<file path="src/rtl/edma_pkg.sv">
// Shared constants and register codes for the echo distance moving average block.
package edma_pkg;

  localparam int ENTRY_W   = 10;
  localparam int DIST_W    = 11;
  localparam int TICKS_W   = 16;
  localparam int SCALE_W   = 16;
  localparam int PROD_W    = TICKS_W + SCALE_W;
  localparam int CFG_W     = 16;
  localparam int CFG_IDX_W = 2;
  localparam int CHAN_W    = 2;
  localparam int SLOT_W    = 3;

  localparam logic [CFG_IDX_W-1:0] CFG_MIN_DIST = 2'd0;
  localparam logic [CFG_IDX_W-1:0] CFG_MAX_DIST = 2'd1;
  localparam logic [CFG_IDX_W-1:0] CFG_SCALE    = 2'd2;

  localparam logic [ENTRY_W-1:0] MIN_DIST_RST = 10'd2;
  localparam logic [ENTRY_W-1:0] MAX_DIST_RST = 10'd200;
  localparam logic [SCALE_W-1:0] SCALE_RST    = 16'd1114;

  localparam logic [DIST_W-1:0]  DIST_SAT     = 11'h7FF;

endpackage

</file>
<file path="src/rtl/edma_ram.sv">
// Synchronous single-write, single-read memory with registered read data.
module edma_ram #(
  parameter int DEPTH = 20,
  parameter int WIDTH = 10,
  localparam int AW = (DEPTH > 1) ? $clog2(DEPTH) : 1
) (
  input  logic             clk_i,
  input  logic             we_i,
  input  logic [AW-1:0]    waddr_i,
  input  logic [WIDTH-1:0] wdata_i,
  input  logic             re_i,
  input  logic [AW-1:0]    raddr_i,
  output logic [WIDTH-1:0] rdata_o
);

  logic [WIDTH-1:0] mem [DEPTH];
  logic [WIDTH-1:0] rdata_q;

  always_ff @(posedge clk_i) begin
    if (we_i) begin
      mem[waddr_i] <= wdata_i;
    end
  end

  // A read in the same cycle as a write to the same entry returns the old data.
  always_ff @(posedge clk_i) begin
    if (re_i) begin
      rdata_q <= mem[raddr_i];
    end
  end

  assign rdata_o = rdata_q;

endmodule

</file>
<file path="src/rtl/edma_avg.sv">
// Window average: running sum divided by the window size through a reciprocal multiply.
module edma_avg #(
  parameter int WINDOW = 5,
  parameter int SUM_W  = 13
) (
  input  logic [SUM_W-1:0]            sum_i,
  input  logic                        valid_i,
  output logic [edma_pkg::ENTRY_W-1:0] avg_o
);
  import edma_pkg::*;

  // With K = SUM_W + ceil(log2(WINDOW)) the rounded-up reciprocal is exact for every sum.
  localparam int LW     = $clog2(WINDOW);
  localparam int K      = SUM_W + LW;
  localparam int PW     = SUM_W + K + 1;
  localparam logic [K:0] RECIP = (K + 1)'(((1 << K) + WINDOW - 1) / WINDOW);

  logic [PW-1:0] prod;

  assign prod  = PW'(sum_i) * PW'(RECIP);
  assign avg_o = valid_i ? prod[K +: ENTRY_W] : '0;

endmodule

</file>
<file path="src/rtl/echo_distance_moving_average_core.sv">
// Top level: echo distance conversion, range check and per-channel windowed average.
// An accepted falling-edge beat is registered in stage 1, then in the output register where it is offered.
// Throughput: one beat per cycle while the output does not stall; the window and sum memories are read at
// acceptance and written back as stage 1 advances, with the last write forwarded to the following beat.
// Reset clears the fill masks and control state at once; no clearing pass is needed.
module echo_distance_moving_average_core #(
  parameter int CHANNELS = 4,
  parameter int WINDOW   = 5
) (
  input  logic                              clk_i,
  input  logic                              rst_ni,
  input  logic                              cfg_we_i,
  input  logic [edma_pkg::CFG_IDX_W-1:0]    cfg_idx_i,
  input  logic [edma_pkg::CFG_W-1:0]        cfg_data_i,
  input  logic                              in_valid_i,
  output logic                              in_stall_o,
  input  logic [edma_pkg::CHAN_W-1:0]       channel_i,
  input  logic                              echo_level_i,
  input  logic [edma_pkg::SLOT_W-1:0]       slot_i,
  input  logic [edma_pkg::TICKS_W-1:0]      pulse_ticks_i,
  output logic                              out_valid_o,
  input  logic                              out_stall_i,
  output logic [edma_pkg::CHAN_W-1:0]       result_channel_o,
  output logic [edma_pkg::DIST_W-1:0]       distance_cm_o,
  output logic                              in_range_o,
  output logic [edma_pkg::ENTRY_W-1:0]      average_cm_o,
  output logic                              average_valid_o
);
  import edma_pkg::*;

  localparam int CW    = (CHANNELS > 1) ? $clog2(CHANNELS) : 1;
  localparam int SLW   = $clog2(WINDOW);
  localparam int DEPTH = CHANNELS * WINDOW;
  localparam int AW    = (DEPTH > 1) ? $clog2(DEPTH) : 1;
  localparam int SUM_W = $clog2(WINDOW * ((1 << ENTRY_W) - 1) + 1);

  // Configuration registers
  logic [ENTRY_W-1:0] min_dist_q, max_dist_q;
  logic [SCALE_W-1:0] scale_q;

  always_ff @(posedge clk_i or negedge rst_ni) begin
    if (!rst_ni) begin
      min_dist_q <= MIN_DIST_RST;
      max_dist_q <= MAX_DIST_RST;
      scale_q    <= SCALE_RST;
    end else if (cfg_we_i) begin
      case (cfg_idx_i)
        CFG_MIN_DIST: min_dist_q <= cfg_data_i[ENTRY_W-1:0];
        CFG_MAX_DIST: max_dist_q <= cfg_data_i[ENTRY_W-1:0];
        CFG_SCALE:    scale_q    <= cfg_data_i[SCALE_W-1:0];
        default:      ;
      endcase
    end
  end

  // Handshake and stage control
  logic s1_valid_q, s1_valid_d;
  logic out_valid_q, out_valid_d;
  logic s1_adv, in_acc, s1_load, chan_ok, slot_ok;

  assign s1_adv     = s1_valid_q && (!out_valid_q || !out_stall_i);
  assign in_stall_o = s1_valid_q && !s1_adv;
  assign in_acc     = in_valid_i && !in_stall_o;
  assign chan_ok    = 5'(channel_i) < 5'(CHANNELS);
  assign slot_ok    = 5'(slot_i) < 5'(WINDOW);
  // Rising edges and unknown channels are taken and dropped here.
  assign s1_load    = in_acc && !echo_level_i && chan_ok;

  always_comb begin
    s1_valid_d = s1_valid_q;
    if (s1_load) begin
      s1_valid_d = 1'b1;
    end else if (s1_adv) begin
      s1_valid_d = 1'b0;
    end
    out_valid_d = out_valid_q;
    if (s1_adv) begin
      out_valid_d = 1'b1;
    end else if (!out_stall_i) begin
      out_valid_d = 1'b0;
    end
  end

  always_ff @(posedge clk_i or negedge rst_ni) begin
    if (!rst_ni) begin
      s1_valid_q  <= 1'b0;
      out_valid_q <= 1'b0;
    end else begin
      s1_valid_q  <= s1_valid_d;
      out_valid_q <= out_valid_d;
    end
  end

  // Stage 1 payload: product registered straight after the multiplier
  logic [CHAN_W-1:0] s1_chan_q;
  logic [SLW-1:0]    s1_slot_q;
  logic              s1_slot_ok_q;
  logic [AW-1:0]     s1_addr_q;
  logic [PROD_W-1:0] s1_prod_q;
  logic [CW-1:0]     in_ch_idx;
  logic [AW-1:0]     in_addr;

  assign in_ch_idx = CW'(channel_i);
  assign in_addr   = AW'(in_ch_idx) * AW'(WINDOW) + AW'(SLW'(slot_i));

  always_ff @(posedge clk_i) begin
    if (s1_load) begin
      s1_chan_q    <= channel_i;
      s1_slot_q    <= SLW'(slot_i);
      s1_slot_ok_q <= slot_ok;
      s1_addr_q    <= in_addr;
      s1_prod_q    <= PROD_W'(pulse_ticks_i) * PROD_W'(scale_q);
    end
  end

  // Memories: window entries and per-channel running sums
  logic               wr_en;
  logic [ENTRY_W-1:0] entry_rdata, new_entry;
  logic [SUM_W-1:0]   sum_rdata, new_sum;
  logic [CW-1:0]      s1_ch_idx;

  assign s1_ch_idx = CW'(s1_chan_q);

  edma_ram #(.DEPTH(DEPTH), .WIDTH(ENTRY_W)) u_window_ram (
    .clk_i   (clk_i),
    .we_i    (wr_en),
    .waddr_i (s1_addr_q),
    .wdata_i (new_entry),
    .re_i    (s1_load),
    .raddr_i (in_addr),
    .rdata_o (entry_rdata)
  );

  edma_ram #(.DEPTH(CHANNELS), .WIDTH(SUM_W)) u_sum_ram (
    .clk_i   (clk_i),
    .we_i    (wr_en),
    .waddr_i (s1_ch_idx),
    .wdata_i (new_sum),
    .re_i    (s1_load),
    .raddr_i (in_ch_idx),
    .rdata_o (sum_rdata)
  );

  // Fill masks double as valid bits: an unfilled entry reads as zero, and so does the
  // sum of a channel with nothing filled.
  logic [WINDOW-1:0] fill_q [CHANNELS];

  // Last write, forwarded to a beat whose memory read raced it
  logic               wr_valid_q;
  logic [AW-1:0]      wr_addr_q;
  logic [CW-1:0]      wr_ch_q;
  logic [ENTRY_W-1:0] wr_entry_q;
  logic [SUM_W-1:0]   wr_sum_q;

  logic [DIST_W-1:0]  dist_cm;
  logic               in_rng;
  logic [WINDOW-1:0]  filled_cur, slot_oh, new_mask;
  logic [ENTRY_W-1:0] old_entry;
  logic [SUM_W-1:0]   old_sum;
  logic               upd;

  always_comb begin
    dist_cm    = (|s1_prod_q[PROD_W-1:16+DIST_W]) ? DIST_SAT : s1_prod_q[16 +: DIST_W];
    in_rng     = (dist_cm >= DIST_W'(min_dist_q)) && (dist_cm <= DIST_W'(max_dist_q));
    upd        = in_rng && s1_slot_ok_q;
    wr_en      = s1_adv && upd;
    new_entry  = dist_cm[ENTRY_W-1:0];
    filled_cur = fill_q[s1_ch_idx];
    slot_oh    = s1_slot_ok_q ? (WINDOW'(1) << s1_slot_q) : '0;
    new_mask   = filled_cur | (upd ? slot_oh : '0);
    old_entry  = '0;
    if (|(filled_cur & slot_oh)) begin
      old_entry = (wr_valid_q && wr_addr_q == s1_addr_q) ? wr_entry_q : entry_rdata;
    end
    old_sum = '0;
    if (|filled_cur) begin
      old_sum = (wr_valid_q && wr_ch_q == s1_ch_idx) ? wr_sum_q : sum_rdata;
    end
    new_sum = upd ? (old_sum - SUM_W'(old_entry) + SUM_W'(new_entry)) : old_sum;
  end

  always_ff @(posedge clk_i or negedge rst_ni) begin
    if (!rst_ni) begin
      wr_valid_q <= 1'b0;
      for (int c = 0; c < CHANNELS; c++) begin
        fill_q[c] <= '0;
      end
    end else if (wr_en) begin
      wr_valid_q         <= 1'b1;
      fill_q[s1_ch_idx] <= new_mask;
    end
  end

  always_ff @(posedge clk_i) begin
    if (wr_en) begin
      wr_addr_q  <= s1_addr_q;
      wr_ch_q    <= s1_ch_idx;
      wr_entry_q <= new_entry;
      wr_sum_q   <= new_sum;
    end
  end

  // Output register
  logic [CHAN_W-1:0] out_chan_q;
  logic [DIST_W-1:0] out_dist_q;
  logic              out_rng_q, out_avg_valid_q;
  logic [SUM_W-1:0]  out_sum_q;

  always_ff @(posedge clk_i) begin
    if (s1_adv) begin
      out_chan_q      <= s1_chan_q;
      out_dist_q      <= dist_cm;
      out_rng_q       <= in_rng;
      out_sum_q       <= new_sum;
      out_avg_valid_q <= &new_mask;
    end
  end

  edma_avg #(.WINDOW(WINDOW), .SUM_W(SUM_W)) u_avg (
    .sum_i   (out_sum_q),
    .valid_i (out_avg_valid_q),
    .avg_o   (average_cm_o)
  );

  assign out_valid_o      = out_valid_q;
  assign result_channel_o = out_chan_q;
  assign distance_cm_o    = out_dist_q;
  assign in_range_o       = out_rng_q;
  assign average_valid_o  = out_avg_valid_q;

`ifndef SYNTHESIS
  a_stall_needs_item: assert property (@(posedge clk_i) disable iff (!rst_ni)
    in_stall_o |-> s1_valid_q && out_valid_q)
    else $error("input stalled without a blocked beat in stage 1");

  a_stage1_held: assert property (@(posedge clk_i) disable iff (!rst_ni)
    s1_valid_q && !s1_adv |=> s1_valid_q && $stable(s1_addr_q))
    else $error("stage 1 beat lost while blocked");

  a_write_only_in_range: assert property (@(posedge clk_i) disable iff (!rst_ni)
    wr_en |-> s1_valid_q && s1_slot_ok_q && in_rng)
    else $error("memory written for a rejected beat");

  a_write_sets_fill: assert property (@(posedge clk_i) disable iff (!rst_ni)
    wr_en |=> wr_valid_q && $past(new_mask) == fill_q[$past(s1_ch_idx)])
    else $error("fill mask not updated after write");

  a_avg_zero_when_unfilled: assert property (@(posedge clk_i) disable iff (!rst_ni)
    out_valid_o && !average_valid_o |-> average_cm_o == '0)
    else $error("average shown before the window is full");
`endif

endmodule

</file>
<file path="config.mk">
export PLATFORM = sky130hd
export DESIGN_NAME = echo_distance_moving_average_core
export DESIGN_NICKNAME = d
export VERILOG_FILES = /design/src/rtl/edma_pkg.sv /design/src/rtl/edma_ram.sv /design/src/rtl/edma_avg.sv /design/src/rtl/echo_distance_moving_average_core.sv
export SDC_FILE = /design/constraint.sdc
export NUM_CORES = 1
export LEC_CHECK = 0
export BUFFER_PORTS_ARGS = -buffer_cell sky130_fd_sc_hd__buf_2
export CAP_MARGIN = 20
export CORE_AREA = 5 5 347 349
export DETAILED_ROUTE_END_ITERATION = 6
export DIE_AREA = 0 0 352 354
export SLEW_MARGIN = 20
export SYNTH_ARGS = -nofsm -noshare
export SYNTH_HDL_FRONTEND = slang
export SYNTH_SLANG_ARGS = --single-unit
</file>
<file path="constraint.sdc">
create_clock -name clk_i -period 7.9 [get_ports clk_i]
set_clock_uncertainty 0.15 [all_clocks]
set_input_delay 0.395 -clock clk_i [delete_from_list [all_inputs] [get_ports clk_i]]
set_output_delay 0.395 -clock clk_i [all_outputs]
set_load 0.01 [all_outputs]
</file>
==> flow_summary_export.csv <==
group,metric,value,unit
cts,cts-root-buf,"clkbuf_16",
critical_path,crit_family,"adder cells",
logic_synthesis,synth_seq_cells,419,
sta,rsz0062_at_grt,"false",
min_path,hold_path_class,"in -> reg",
logic_synthesis,muxShareOfSynthArea,9.05,%
critical_path,cp-start-kind,"flip-flop",
cts,insertion_delay,0.58,ns
route,vias,16200,
sta,fin_crit_sh,85.5,%
sta,finalHoldViolations,0,
layout,drive_gt1_share,14.4,%
logic_synthesis,synthArstFlopShare,14.1,%
critical_path,critPathMaxStageDelay,0.75,ns
logic_synthesis,synth_compound_area_share,3.65,%
cts,htreeDepth,2,
grt,grt_use_total,10.1,%
sta,slew_headroom,27.0,%
logic_synthesis,ys_types,69,
job,cap_violations,0,
grt,grt_max_degree,60,
layout,diodes,0,
place,gp_congestion,0.836,
cts,cts_tree,"yes",
route,drt-total-wl,63.4,mm
logic_synthesis,synthAdderAreaFrac,27.8,%
cts,cts_setup_buffers,0,
logic_synthesis,synth_nets,2635,
grt,overflow,0,
critical_path,critPathBufInv,3,
cts,cts_num_sinks,419,
cts,cts.clk_slew.worst_paths,0.05,ns
grt,antenna_found_initial,5,
critical_path,cpMostUsedCell,"fa_1",
critical_path,required,8.05,ns
logic_synthesis,synth_simple_gate_area_share,8.45,%
critical_path,r2r_start,"scale_q[11]",
logic_synthesis,synth_edf_count,360,
sta,setup_tns,0,ns
route,first_pass_iters,5,
layout,fin_nets,2732,
critical_path,path_class,"reg -> reg",
logic_synthesis,avgSynthCellArea,13.2,um2
route,drcViolationCount,0,
min_path,holdPathEnd,"s1_valid_q",
logic_synthesis,ys.flop_type,"edfxtp_1",
logic_synthesis,synth_cells,2118,
die,fp.dieH,354,um
die,start_util,23.8,%
route,postRouteAntennaNets,0,
critical_path,r2r_slack,1.15,ns
logic_synthesis,ys_seq_area_share,44.1,%
sta,setup_viol,0,
critical_path,path_cells,"nand2_1 -> fa_1 -> inv_1 -> fa_1 -> fa_1 -> fa_1 -> fa_1 -> inv_1 -> fa_1 -> inv_1 -> ha_1 -> a2111oi_0 -> o21ai_0 -> a31o_2 -> a31oi_1 -> o22ai_1 -> o41ai_1 -> xnor2_1",
logic_synthesis,synth_top_family_by_area,"adder cells",
critical_path,end_kind,"flip-flop",
layout,multiInputGateArea,14100,um2
critical_path,cp_max_fo,17,
critical_path,worst-r2r-cell-count,18,
min_path,min-delay-start,"echo_level_i",
die,die_x,352,um
layout,fillerInstances,12000,
critical_path,cp_slowest_cell,"dfrtp_1",
place,dp_hpwl,46.4,mm
die,coreArea,117000,um2
critical_path,crit_arrival,6.91,ns
logic_synthesis,synthXorXnorAreaFrac,1.41,%
route,wl_per_cell,16.8,um
sta,tightest_slew,1.09,ns
die,fp-row-count,126,
min_path,holdPathStages,3,
layout,areaGrowthSynthToFinish,13.9,%
die,ios,72,
route,drt_iter0_markers,1194,
cts,cts_made_buffers,42,
sta,period_minus_slack,6.75,ns
place,placement.io_buffers,71,
logic_synthesis,ys_warn_count,0,
die,dieArea,125000,um2
route,viasPerCell,4.28,
status,outcome,"finished clean",
sta,max_freq,148,MHz
grt,grt_pass1_vias,17100,
sta,final_max_slew_viol_count,0,
logic_synthesis,synthesis.area,27900,um2
layout,seqCellArea,12300,um2
grt,grt_pass1_wl,100,mm
cts,cts_buffer_depth,3,
critical_path,r2r_end,"s1_prod_q[31]",
[synth_stat cells (all sizes together), types with 18 or more instances]
library cell | n | area [um2]
a21oi | 40 | 200
and2 | 127 | 797
clkbuf | 50 | 198
dfrtp | 50 | 1250
edfxtp | 360 | 10800
fa | 247 | 4940
ha | 225 | 2820
inv | 334 | 1250
mux2 | 50 | 563
mux2i | 18 | 180
mux4 | 79 | 1780
nand2 | 188 | 708
nand3 | 30 | 155
nor2 | 62 | 233
o21ai | 49 | 245
xnor2 | 28 | 245
[cell families after synthesis]
group / Yosys count
AND/OR/NAND/NOR: 476
adder cells (fa/ha/maj): 472
flip-flops: 419
buffers and inverters: 400
AO/OA/AOI/OAI: 159
multiplexers: 147
XOR/XNOR: 45
[worst max-delay path by stage]
stage / from / to / cells after the start
detailed placement: pulse_ticks_i[12] / s1_prod_q[31] / 19
CTS: scale_q[10] / s1_prod_q[31] / 18
floorplan: scale_q[1] / s1_prod_q[28] / 20
global placement: scale_q[10] / s1_prod_q[31] / 18
finish: scale_q[11] / s1_prod_q[31] / 18
global route: scale_q[11] / s1_prod_q[31] / 18
[worst register-to-register path, stage by stage (launching register included)]
cell and delay [ns]:
dfrtp_1 0.75, nand2_1 0.16, fa_1 0.53, inv_1 0.05, fa_1 0.55, fa_1 0.43
fa_1 0.46, fa_1 0.54, inv_1 0.06, fa_1 0.47, inv_1 0.04, ha_1 0.36
a2111oi_0 0.43, o21ai_0 0.22, a31o_2 0.24, a31oi_1 0.36, o22ai_1 0.22, o41ai_1 0.36
xnor2_1 0.11
[repair_timing]
| action | in CTS | in global routing |
|---|---|---|
| setup endpoints to repair | 0 | 0 |
| resized for setup | 0 | 0 |
| hold endpoints to repair | 86 | 0 |
| hold buffers | 22 | 0 |
[flip-flops by register name, indices dropped and copies added, names as in the netlist, 2 cells and up]
name	count
distance_cm_o	11
max_dist_q	10
wr_ch_q	2
scale_q	16
u_sum_ram.rdata_o	13
s1_prod_q	16
out_sum_q	13
wr_addr_q	5
u_window_ram.rdata_o	10
s1_ch_idx	2
min_dist_q	10
u_window_ram.mem	200
fill_q	20
s1_addr_q	5
s1_slot_q	3
wr_entry_q	10
u_sum_ram.mem	52
result_channel_o	2
wr_sum_q	13
[area by class of cell]
cell class	instances	area share, %
Sequential cell	419	38.8
Clock inverter	28	0.997
Clock buffer	49	3.39
Multi-Input combinational cell	1299	44.4
Tap cell	1536	6.06
Inverter	334	3.95
Timing Repair Buffer	119	2.44
[layout by cell type, fill, tap and decap left out, drive strengths merged, types with 4 or more instances in the layout]
master and instances:
a2111oi 6, a21o 16, a21oi 40, a31oi 8, and2 127, and3 5, buf 97, bufinv 5
clkbuf 49, clkinv 16, clkinvlp 4, dfrtp 50, dfstp 9, dlygate4sd3 22, edfxtp 360, fa 247
ha 225, inv 337, mux2 50, mux2i 18, mux4 79, nand2 188, nand2b 4, nand3 30
nand4 8, nor2 62, nor2b 4, nor3 12, o211ai 4, o21a 8, o21ai 49, o31ai 4
o41ai 4, or3 15, or3b 4, xnor2 28, xor2 17
[per-layer routing]
layer	part of all wire, %	GRT usage [%]	vias up
met5	0	0	-
met4	1.6	2.14	0
met3	4.7	1.52	62
met2	46	16.5	339
met1	48	14.3	8354
li1	-	-	7437
[through the flow]
stage                     setup slack (ns)  util, %  hold WS [ns]  instance area, um2  std cells
after detailed placement              1.20     25.7         0.320               30100       3683
final                                 1.15     27.1        0.0377               31700       3784
after global routing                 0.631     27.1        0.0253               31700       3784
after global placement                1.35     25.7         0.306               30100       3680
after floorplan                       1.70        -       -0.0506               27900       2118
after CTS                             1.18     27.1      0.000346               31700       3782
Power is left out: the tool's default activity adds up to more than one toggle a clock period on the data nets, which glitch-free logic cannot reach.
